**config.mk**
```make
export PLATFORM = sky130hd
export DESIGN_NAME = quadrature_index_angle_reporter_core
export DESIGN_NICKNAME = d
export VERILOG_FILES = /design/src/rtl/core/qiar_pkg.sv /design/src/rtl/core/quadrature_index_angle_reporter_core.sv /design/src/rtl/core/qiar_regs.sv /design/src/rtl/core/qiar_ctrl.sv /design/src/rtl/core/qiar_dp.sv
export SDC_FILE = /design/constraint.sdc
export NUM_CORES = 1
export LEC_CHECK = 0
export BUFFER_PORTS_ARGS = -buffer_cell sky130_fd_sc_hd__clkbuf_2
export CORE_MARGIN = 2
export CORE_UTILIZATION = 60
export CTS_CLUSTER_DIAMETER = 30
export DETAILED_ROUTE_END_ITERATION = 10
export PLACE_DENSITY = 0.78
export SETUP_SLACK_MARGIN = 0.5
export SYNTH_ARGS = -nofsm -noshare
export SYNTH_HDL_FRONTEND = slang
export SYNTH_HIERARCHICAL = 1
export SYNTH_SLANG_ARGS = --single-unit
```
**constraint.sdc**
```tcl
create_clock -name clk -period 17.7 [get_ports clk]
set_input_delay 2.655 -clock clk [delete_from_list [all_inputs] [get_ports clk]]
set_output_delay 2.655 -clock clk [all_outputs]
set_load 0.005 [all_outputs]
```
**src/rtl/core/qiar_pkg.sv**
```systemverilog
// ----------------------------------------------------------------------------
// qiar_pkg
// Shared types and constants of the quadrature index angle reporter.
// ----------------------------------------------------------------------------
package qiar_pkg;

  // Pulse counter width (two's complement).
  localparam int CountWidth = 32;
  // mag * 360 fits CountWidth + 8 bits (mag <= 2^(CountWidth-1)).
  localparam int ProdW      = CountWidth + 8;
  // Signed angle in degrees.
  localparam int AngW       = ProdW + 1;
  localparam int DivW       = ProdW;
  localparam int StepW      = $clog2(DivW);
  localparam int DivisorW   = 16;
  // q * 32767 / 360 for q <= 360 as (q * RecipScale) >> RecipShift.
  localparam int ScaleProdW = 33;
  localparam int RecipShift = 17;

  localparam int ApbAddrW   = 4;
  localparam int ApbDataW   = 32;

  localparam logic [8:0]          AngleScale = 9'd360;
  localparam logic [14:0]         ValScale   = 15'h7FFF;
  localparam logic [23:0]         RecipScale = 24'd11930101;
  localparam logic [8:0]          SatLimit   = 9'd361;
  localparam logic [15:0]         ValMax     = 16'h7FFF;
  localparam logic [15:0]         ValMin     = 16'h8000;
  localparam logic [7:0]          HdrAngle   = 8'h60;
  localparam logic [7:0]          HdrReady   = 8'hE0;
  localparam logic [7:0]          PadByte    = 8'h00;
  localparam logic [DivisorW-1:0] PprReset   = 16'd200;

  // Register indexes.
  localparam logic [1:0] RegPpr  = 2'd0;
  localparam logic [1:0] RegId   = 2'd1;
  localparam logic [1:0] RegSend = 2'd2;

  // Byte positions of the emitted words: angle frame then ready frame.
  localparam logic [2:0] ByteAngHdr = 3'd0;
  localparam logic [2:0] ByteAngHi  = 3'd1;
  localparam logic [2:0] ByteAngLo  = 3'd2;
  localparam logic [2:0] ByteRdyHdr = 3'd3;
  localparam logic [2:0] ByteRdyId  = 3'd4;
  localparam logic [2:0] ByteRdyVal = 3'd5;
  localparam logic [2:0] ByteRdyPad = 3'd6;

  typedef enum logic [1:0] {
    REQ_A_RISE = 2'd0,
    REQ_A_FALL = 2'd1,
    REQ_INDEX  = 2'd2,
    REQ_TICK   = 2'd3
  } req_t;

  typedef struct packed {
    logic [DivisorW-1:0] pulses_per_rev;
    logic [4:0]          device_id;
    logic                send_enable;
  } cfg_t;

  typedef struct packed {
    logic       load_angle;
    logic       div_step;
    logic       scale;
    logic       finish;
    logic       emit_load;
    logic [2:0] emit_idx;
    logic       emit_last;
  } dp_cmd_t;

  typedef struct packed {
    logic angle_rep;
    logic ready_rep;
    logic out_free;
  } dp_status_t;

endpackage

```
**src/rtl/core/quadrature_index_angle_reporter_core.sv**
```systemverilog
// Edge and index words: accepted back to back while idle, no output words.
// Report tick: the one-bit-per-cycle restoring divider runs, then one emitted
// word (0..7) is loaded per cycle while the output is not stalled.
// The input is held off until the last word of a tick is loaded.
// Reset (rst, synchronous, active high) clears counter, flags, and config registers.
// ----------------------------------------------------------------------------
// quadrature_index_angle_reporter_core
// Quadrature pulse counter with index; reports angle and ready frames.
// ----------------------------------------------------------------------------
module quadrature_index_angle_reporter_core (
  input  logic                          clk,
  input  logic                          rst,
  input  logic                          psel,
  input  logic                          penable,
  input  logic                          pwrite,
  input  logic [qiar_pkg::ApbAddrW-1:0] paddr,
  input  logic [qiar_pkg::ApbDataW-1:0] pwdata,
  output logic [qiar_pkg::ApbDataW-1:0] prdata,
  output logic                          pready,
  input  logic                          s_tvalid,
  output logic                          s_tready,
  input  logic [7:0]                    s_tdata,  // [0] b_level, [7:1] zero
  input  logic [1:0]                    s_tuser,  // [1:0] req_type
  output logic                          m_tvalid,
  input  logic                          m_tready,
  output logic [7:0]                    m_tdata,  // [7:0] frame_byte
  output logic [1:0]                    m_tuser,  // [0] frame_kind, [1] frame_end
  output logic                          m_tlast   // last word of the tick
);
  import qiar_pkg::*;

  cfg_t       cfg;
  dp_cmd_t    cmd;
  dp_status_t status;
  logic       in_accept;
  logic       kind;
  logic       fend;

  assign in_accept = s_tvalid & s_tready;
  assign m_tuser   = {fend, kind};

  qiar_regs u_regs (
    .clk     (clk),
    .rst     (rst),
    .psel    (psel),
    .penable (penable),
    .pwrite  (pwrite),
    .paddr   (paddr),
    .pwdata  (pwdata),
    .prdata  (prdata),
    .pready  (pready),
    .cfg     (cfg)
  );

  qiar_ctrl u_ctrl (
    .clk         (clk),
    .rst         (rst),
    .in_valid    (s_tvalid),
    .in_req      (s_tuser),
    .in_ready    (s_tready),
    .send_enable (cfg.send_enable),
    .status      (status),
    .cmd         (cmd)
  );

  qiar_dp u_dp (
    .clk       (clk),
    .rst       (rst),
    .in_accept (in_accept),
    .in_req    (s_tuser),
    .in_b      (s_tdata[0]),
    .cfg       (cfg),
    .cmd       (cmd),
    .status    (status),
    .out_ready (m_tready),
    .out_valid (m_tvalid),
    .out_byte  (m_tdata),
    .out_kind  (kind),
    .out_end   (fend),
    .out_last  (m_tlast)
  );

endmodule

```
**src/rtl/core/qiar_regs.sv**
```systemverilog
// ----------------------------------------------------------------------------
// qiar_regs
// APB configuration registers: pulses per revolution, device id, send enable.
// ----------------------------------------------------------------------------
module qiar_regs (
  input  logic                                clk,
  input  logic                                rst,
  input  logic                                psel,
  input  logic                                penable,
  input  logic                                pwrite,
  input  logic [qiar_pkg::ApbAddrW-1:0]       paddr,
  input  logic [qiar_pkg::ApbDataW-1:0]       pwdata,
  output logic [qiar_pkg::ApbDataW-1:0]       prdata,
  output logic                                pready,
  output qiar_pkg::cfg_t                      cfg
);
  import qiar_pkg::*;

  logic [1:0] idx;
  logic       wr;

  assign pready = 1'b1;
  assign idx    = paddr[3:2];
  assign wr     = psel & penable & pwrite & pready;

  always_ff @(posedge clk) begin
    if (rst) begin
      cfg.pulses_per_rev <= PprReset;
      cfg.device_id      <= 5'd0;
      cfg.send_enable    <= 1'b0;
    end else if (wr) begin
      unique case (idx)
        RegPpr:  cfg.pulses_per_rev <= pwdata[DivisorW-1:0];
        RegId:   cfg.device_id      <= pwdata[4:0];
        RegSend: cfg.send_enable    <= pwdata[0];
        default: ;
      endcase
    end
  end

  always_comb begin
    unique case (idx)
      RegPpr:  prdata = ApbDataW'(cfg.pulses_per_rev);
      RegId:   prdata = ApbDataW'(cfg.device_id);
      RegSend: prdata = ApbDataW'(cfg.send_enable);
      default: prdata = '0;
    endcase
  end

endmodule

```
**src/rtl/core/qiar_ctrl.sv**
```systemverilog
// ----------------------------------------------------------------------------
// qiar_ctrl
// Sequencer: angle divide, value scale, report decision, byte emission.
// ----------------------------------------------------------------------------
module qiar_ctrl (
  input  logic                 clk,
  input  logic                 rst,
  input  logic                 in_valid,
  input  logic [1:0]           in_req,
  output logic                 in_ready,
  input  logic                 send_enable,
  input  qiar_pkg::dp_status_t status,
  output qiar_pkg::dp_cmd_t    cmd
);
  import qiar_pkg::*;

  typedef enum logic [2:0] {
    S_IDLE,
    S_MUL,
    S_DIV,
    S_SCALE,
    S_FINISH,
    S_EMIT
  } state_t;

  state_t           state;
  logic [StepW-1:0] cnt;
  logic [2:0]       idx;
  logic [2:0]       last_idx;

  assign in_ready = (state == S_IDLE);

  always_comb begin
    cmd            = '0;
    cmd.load_angle = (state == S_MUL);
    cmd.div_step   = (state == S_DIV);
    cmd.scale      = (state == S_SCALE);
    cmd.finish     = (state == S_FINISH);
    cmd.emit_load  = (state == S_EMIT) && status.out_free;
    cmd.emit_idx   = idx;
    cmd.emit_last  = (idx == last_idx);
  end

  always_ff @(posedge clk) begin
    if (rst) begin
      state    <= S_IDLE;
      cnt      <= '0;
      idx      <= ByteAngHdr;
      last_idx <= ByteAngLo;
    end else begin
      unique case (state)
        S_IDLE: begin
          if (in_valid && (req_t'(in_req) == REQ_TICK)) begin
            state <= S_MUL;
          end
        end
        S_MUL: begin
          cnt   <= StepW'(DivW - 1);
          state <= S_DIV;
        end
        S_DIV: begin
          if (cnt == '0) begin
            state <= S_SCALE;
          end else begin
            cnt <= cnt - 1'b1;
          end
        end
        S_SCALE: begin
          state <= S_FINISH;
        end
        S_FINISH: begin
          idx      <= status.angle_rep ? ByteAngHdr : ByteRdyHdr;
          last_idx <= status.ready_rep ? ByteRdyPad : ByteAngLo;
          if (send_enable && (status.angle_rep || status.ready_rep)) begin
            state <= S_EMIT;
          end else begin
            state <= S_IDLE;
          end
        end
        S_EMIT: begin
          if (status.out_free) begin
            if (idx == last_idx) begin
              state <= S_IDLE;
            end else begin
              idx <= idx + 3'd1;
            end
          end
        end
        default: state <= S_IDLE;
      endcase
    end
  end

endmodule

```
**src/rtl/core/qiar_dp.sv**
```systemverilog
// ----------------------------------------------------------------------------
// qiar_dp
// Pulse counter, restoring divider, value scaling, change detectors, output word.
// ----------------------------------------------------------------------------
module qiar_dp (
  input  logic                 clk,
  input  logic                 rst,
  input  logic                 in_accept,
  input  logic [1:0]           in_req,
  input  logic                 in_b,
  input  qiar_pkg::cfg_t       cfg,
  input  qiar_pkg::dp_cmd_t    cmd,
  output qiar_pkg::dp_status_t status,
  input  logic                 out_ready,
  output logic                 out_valid,
  output logic [7:0]           out_byte,
  output logic                 out_kind,
  output logic                 out_end,
  output logic                 out_last
);
  import qiar_pkg::*;

  logic [CountWidth-1:0] count;
  logic                  abs_ready;
  logic [AngW-1:0]       last_angle;
  logic                  angle_seen;
  logic                  last_ready;
  logic                  ready_seen;
  logic                  angle_rep;
  logic                  ready_rep;

  logic                  neg;
  logic [CountWidth-1:0] mag;
  logic                  sat;
  logic [15:0]           value;

  logic [DivW-1:0]       quo;
  logic [DivisorW-1:0]   rem;
  logic [DivisorW-1:0]   divisor;
  logic [ScaleProdW-1:0] scaled;

  logic [DivisorW:0]     trial;
  logic                  fits;
  logic [ProdW-1:0]      q;
  logic [AngW-1:0]       angle;
  logic                  angle_chg;
  logic [15:0]           m;
  logic [7:0]            byte_sel;

  assign status.angle_rep = angle_rep;
  assign status.ready_rep = ready_rep;
  assign status.out_free  = !out_valid || out_ready;

  assign trial     = {rem, quo[DivW-1]};
  assign fits      = (trial >= {1'b0, divisor});
  assign q         = quo[ProdW-1:0];
  assign angle     = neg ? (AngW'(0) - {1'b0, q}) : {1'b0, q};
  assign angle_chg = !angle_seen || (angle != last_angle);
  assign m         = scaled[RecipShift +: 16];

  always_ff @(posedge clk) begin
    if (rst) begin
      count      <= '0;
      abs_ready  <= 1'b0;
      last_angle <= '0;
      angle_seen <= 1'b0;
      last_ready <= 1'b0;
      ready_seen <= 1'b0;
      angle_rep  <= 1'b0;
      ready_rep  <= 1'b0;
      out_valid  <= 1'b0;
    end else begin
      if (in_accept) begin
        unique case (req_t'(in_req))
          REQ_A_RISE: count <= in_b ? count + CountWidth'(1) : count - CountWidth'(1);
          REQ_A_FALL: count <= in_b ? count - CountWidth'(1) : count + CountWidth'(1);
          REQ_INDEX: begin
            count     <= '0;
            abs_ready <= 1'b1;
          end
          REQ_TICK: ;
          default: ;
        endcase
      end
      if (cmd.scale) begin
        angle_rep  <= angle_chg;
        if (angle_chg) begin
          last_angle <= angle;
          angle_seen <= 1'b1;
        end
        ready_rep  <= !ready_seen || (abs_ready != last_ready);
        last_ready <= abs_ready;
        ready_seen <= 1'b1;
      end
      if (cmd.emit_load) begin
        out_valid <= 1'b1;
      end else if (out_ready) begin
        out_valid <= 1'b0;
      end
    end
  end

  // payload and divider registers
  always_ff @(posedge clk) begin
    if (in_accept && (req_t'(in_req) == REQ_TICK)) begin
      neg <= count[CountWidth-1];
      mag <= count[CountWidth-1] ? (CountWidth'(0) - count) : count;
    end
    if (cmd.load_angle) begin
      quo     <= DivW'(ProdW'(mag) * ProdW'(AngleScale));
      rem     <= '0;
      divisor <= (cfg.pulses_per_rev == '0) ? DivisorW'(1) : cfg.pulses_per_rev;
    end else if (cmd.scale) begin
      sat    <= (q >= ProdW'(SatLimit));
      scaled <= ScaleProdW'(q[8:0]) * ScaleProdW'(RecipScale);
    end else if (cmd.div_step) begin
      quo <= {quo[DivW-2:0], fits};
      rem <= fits ? DivisorW'(trial - {1'b0, divisor}) : trial[DivisorW-1:0];
    end
    if (cmd.finish) begin
      if (sat) begin
        value <= neg ? ValMin : ValMax;
      end else begin
        value <= neg ? (16'd0 - m) : m;
      end
    end
    if (cmd.emit_load) begin
      out_byte <= byte_sel;
      out_kind <= (cmd.emit_idx >= ByteRdyHdr);
      out_end  <= (cmd.emit_idx == ByteAngLo) || (cmd.emit_idx == ByteRdyPad);
      out_last <= cmd.emit_last;
    end
  end

  always_comb begin
    unique case (cmd.emit_idx)
      ByteAngHdr: byte_sel = HdrAngle | {3'b000, cfg.device_id};
      ByteAngHi:  byte_sel = value[15:8];
      ByteAngLo:  byte_sel = value[7:0];
      ByteRdyHdr: byte_sel = HdrReady;
      ByteRdyId:  byte_sel = {3'b000, cfg.device_id};
      ByteRdyVal: byte_sel = {7'd0, abs_ready};
      ByteRdyPad: byte_sel = PadByte;
      default:    byte_sel = PadByte;
    endcase
  end

endmodule
```
==> flow_metrics.py <==
metrics = {
    "die": {
        "die_h_um": 203,
        "die-area_sq_mm": 0.0411,
        "initial_core_util": 0.610,
        "fp.dieW_um": 203,
        "ios": 99,
        "coreArea_sq_mm": 0.0388,
        "rows": 72,
    },
    "clocking": {
        "clk_latency_ns": 0.60,
        "cts_made_buffers": 71,
        "clk_path_buf_depth": 3,
        "htreeDepth": 3,
        "cts_tree": "done",
        "clkSinkCount": 264,
        "cts-root-buf": "clkbuf_16",
        "clk_pin_slew_ns": 0.05,
        "cts_setup_buffers": 0,
        "cts.repair.resized": 0,
        "cts_hold_buf": 0,
    },
    "placed_design": {
        "dp_slack_ns": 11.23,
        "io_buffers": 56,
        "dp_hpwl_mm": 51.2,
        "dp.cells": 3122,
        "gp_congestion": 1.01,
    },
    "detailed_routing": {
        "vias": 20600,
        "drc_errors": 0,
        "routed_via_density": 6.34,
        "drt_iter0_markers": 2022,
        "wl_mm": 70.1,
        "drtPass1Iterations": 8,
        "routedWlPerCell_um": 21.5,
        "ant_nets": 0,
    },
    "synth": {
        "yosysSeqAreaShare": 0.278,
        "synthCells": 2701,
        "synth_top_family_by_area": "adder cells",
        "synth_edf_count": 130,
        "synth_mux_area_frac": 0.0235,
        "synth-compound-area-share": 0.181,
        "syn_area_sq_mm": 0.0237,
        "async_reset_ff_frac": 0,
        "yosys.area_share.simple": 0.173,
        "synth_xor_area_frac": 0.0663,
        "synthAdderAreaFrac": 0.191,
        "synth_seq_cells": 264,
        "synthFlopType": "dfxtp_1",
        "ys_types": 100,
        "yosys_warnings": 6,
        "avgSynthCellArea_sq_um": 8.77,
    },
    "timing": {
        "whs_ns": 0.455,
        "relSlewSlack": 0.0960,
        "skew_ns": 0.0498,
        "period_needed_ns": 6.46,
        "hold_violations": 0,
        "worst_slack_ns": 11.24,
        "fin_tns_setup_ns": 0,
        "rsz0062_at_grt": "false",
        "finalCritPeriodShare": 0.365,
        "max_freq_mhz": 155,
        "setup_viol": 0,
        "tightest_slew_ns": 1.36,
        "maxSlewViolCount": 0,
    },
    "global_route": {
        "grt_pass1_wl_mm": 111,
        "overflow": 0,
        "grt_use_total": 0.343,
        "grt_max_degree": 72,
        "antenna_found_initial": 1,
        "grt_pass1_vias": 20600,
    },
    "final_layout": {
        "areaGrowthSynthToFinish_pct": 11.9,
        "nets": 3027,
        "final_core_util": 0.683,
        "fin_cells": 3255,
        "final_cell_mix": "306 x inv_1, 188 x ha_1, 182 x nand2_1",
        "nFillCells": 2987,
        "drive_gt1_frac": 0.0961,
        "layout.cells.most_common": "inv_1",
    },
    "critical_path": {
        "r2r_start": "u_dp/q[7]$_DFFE_PP_",
        "cp.arrival_ns": 6.80,
        "critPathKind": "reg2reg",
        "required_ns": 18.04,
        "cp_max_fo": 17,
        "crit_path_start": "u_dp/q[7]$_DFFE_PP_",
        "cp_slowest_cell": "edfxtp_1",
        "cp_common_cell": "inv_1",
        "critPathCaptureType": "flip-flop",
        "slowest_delay_ns": 0.88,
        "crit_chain": "inv_1, ha_1, inv_1, fa_1, inv_1, fa_1, inv_1, fa_1, inv_1, ha_1, a21o_1, a211oi_1, a2bb2oi_1, o31ai_1, a211o_1, a221o_1, a211oi_1, o21bai_1, xor2_1",
        "startpoint_type": "flip-flop",
    },
    "flow_run": {
        "maxCapViolations": 0,
    },
    "pwr": {
        "p_leak_uw": 0.0110,
        "irDropWorstVdd_mv": 0.0727,
        "power_density_mw_per_mm2": 125,
    },
    "outcome": {
        "status": "complete, no violations",
    },
    "worst_hold_path": {
        "holdCritPathClass": "reg2reg",
        "min_from": "u_dp/ready_seen$_SDFFE_PP0P_",
    },
}
-- cell families (layout without fill, tap and decap cells) --
logic type / count (synthesis) / count (layout)
AOI/OAI and AO/OA: 620 / 620
other: 2 / 18
xor gates and xnor gates: 173 / 173
muxes: 55 / 55
adders and majority gates: 297 / 297
buffers and inverters: 507 / 527
DFF: 264 / 264
and+or+nand+nor: 783 / 783
-- metrics by stage --
stage               total power (uW)  instance area, sq um
floorplan                       1710                 23800
global placement                1940                 24100
detailed placement              1990                 24100
CTS                             3310                 26500
global route                    3520                 26500
finish                          3310                 26500
-- layout make-up --
class | count | area [sq um] | area share
diodes | 1 | 2.50 | 0.0000944
clock buffers | 78 | 1800 | 0.0680
clock inverters | 54 | 642 | 0.0242
inverters | 308 | 1160 | 0.0436
multi-input cells | 1945 | 15200 | 0.572
flip-flops and latches | 264 | 6590 | 0.248
well taps | 518 | 648 | 0.0245
repair buffers | 87 | 515 | 0.0194
-- metal layers --
layer	GRT usage	routed length (um)
met5	0	0
met4	0.153	2590
met3	0.0746	5950
met2	0.563	33000
met1	0.436	28600
-- flip-flops by register name, summed over array words and instances (netlist names), 3 cells and up --
signal / flops
u_ctrl/idx: 3
u_dp/value: 16
u_ctrl/state: 3
u_dp/rem: 16
u_dp/mag: 32
u_dp/count: 32
u_regs/cfg: 22
u_dp/scaled: 16
u_ctrl/cnt: 6
u_dp/divisor: 16
u_dp/last_angle: 41
u_dp/out_byte: 8
u_dp/q: 40
-- synthesized netlist by cell type (26+ instances only) --
cell type  instances  share of area
inv_1            307          0.049
ha_1             188          0.099
nand2_1          182          0.029
nor2_1           170          0.027
clkbuf_1         146          0.023
dfxtp_1          134           0.11
edfxtp_1         130           0.16
o21ai_0          118          0.025
a21oi_1          113          0.024
xnor2_1          112          0.041
fa_1             109          0.092
a211oi_1          95          0.030
nor3_1            68          0.014
nand2b_1          62          0.016
xor2_1            57          0.021
mux2i_1           50          0.021
nand3_1           48          0.010
nor4_1            38          0.010
o31ai_1           30         0.0095
or3_1             30         0.0079
a21o_1            27         0.0086
o22ai_1           27         0.0071
a31oi_1           26         0.0069
-- path summary, 6_finish.rpt --
path	to	slack, ns	depth (start not counted)
worst max-delay path	u_dp/scaled[31]$_DFFE_PP_	11.24	19
worst min register to register	u_dp/ready_rep$_SDFFE_PP0P_	0.45	1
worst max register to register	u_dp/scaled[31]$_DFFE_PP_	11.24	19
worst min-delay path	u_dp/ready_rep$_SDFFE_PP0P_	0.45	1
-- report_power, final --
group	switching, uW	total (uW)	internal [uW]	leakage, uW
clock	433	1300	865	0.00117
sequential	76.2	788	712	0.00229
combinational	711	1220	513	0.00756
total	1220	3310	2090	0.0110
-- worst max-delay path, delay by kind of cell, from the launching register on --
family                   cells  cell delay, ns
flip-flops                   1            0.88
AO/OA/AOI/OAI                8            2.30
buffers and inverters        5            0.55
adder cells (fa/ha/maj)      5            2.31
XOR/XNOR                     1            0.16
Note: power is estimated with default switching activity, not from simulation.
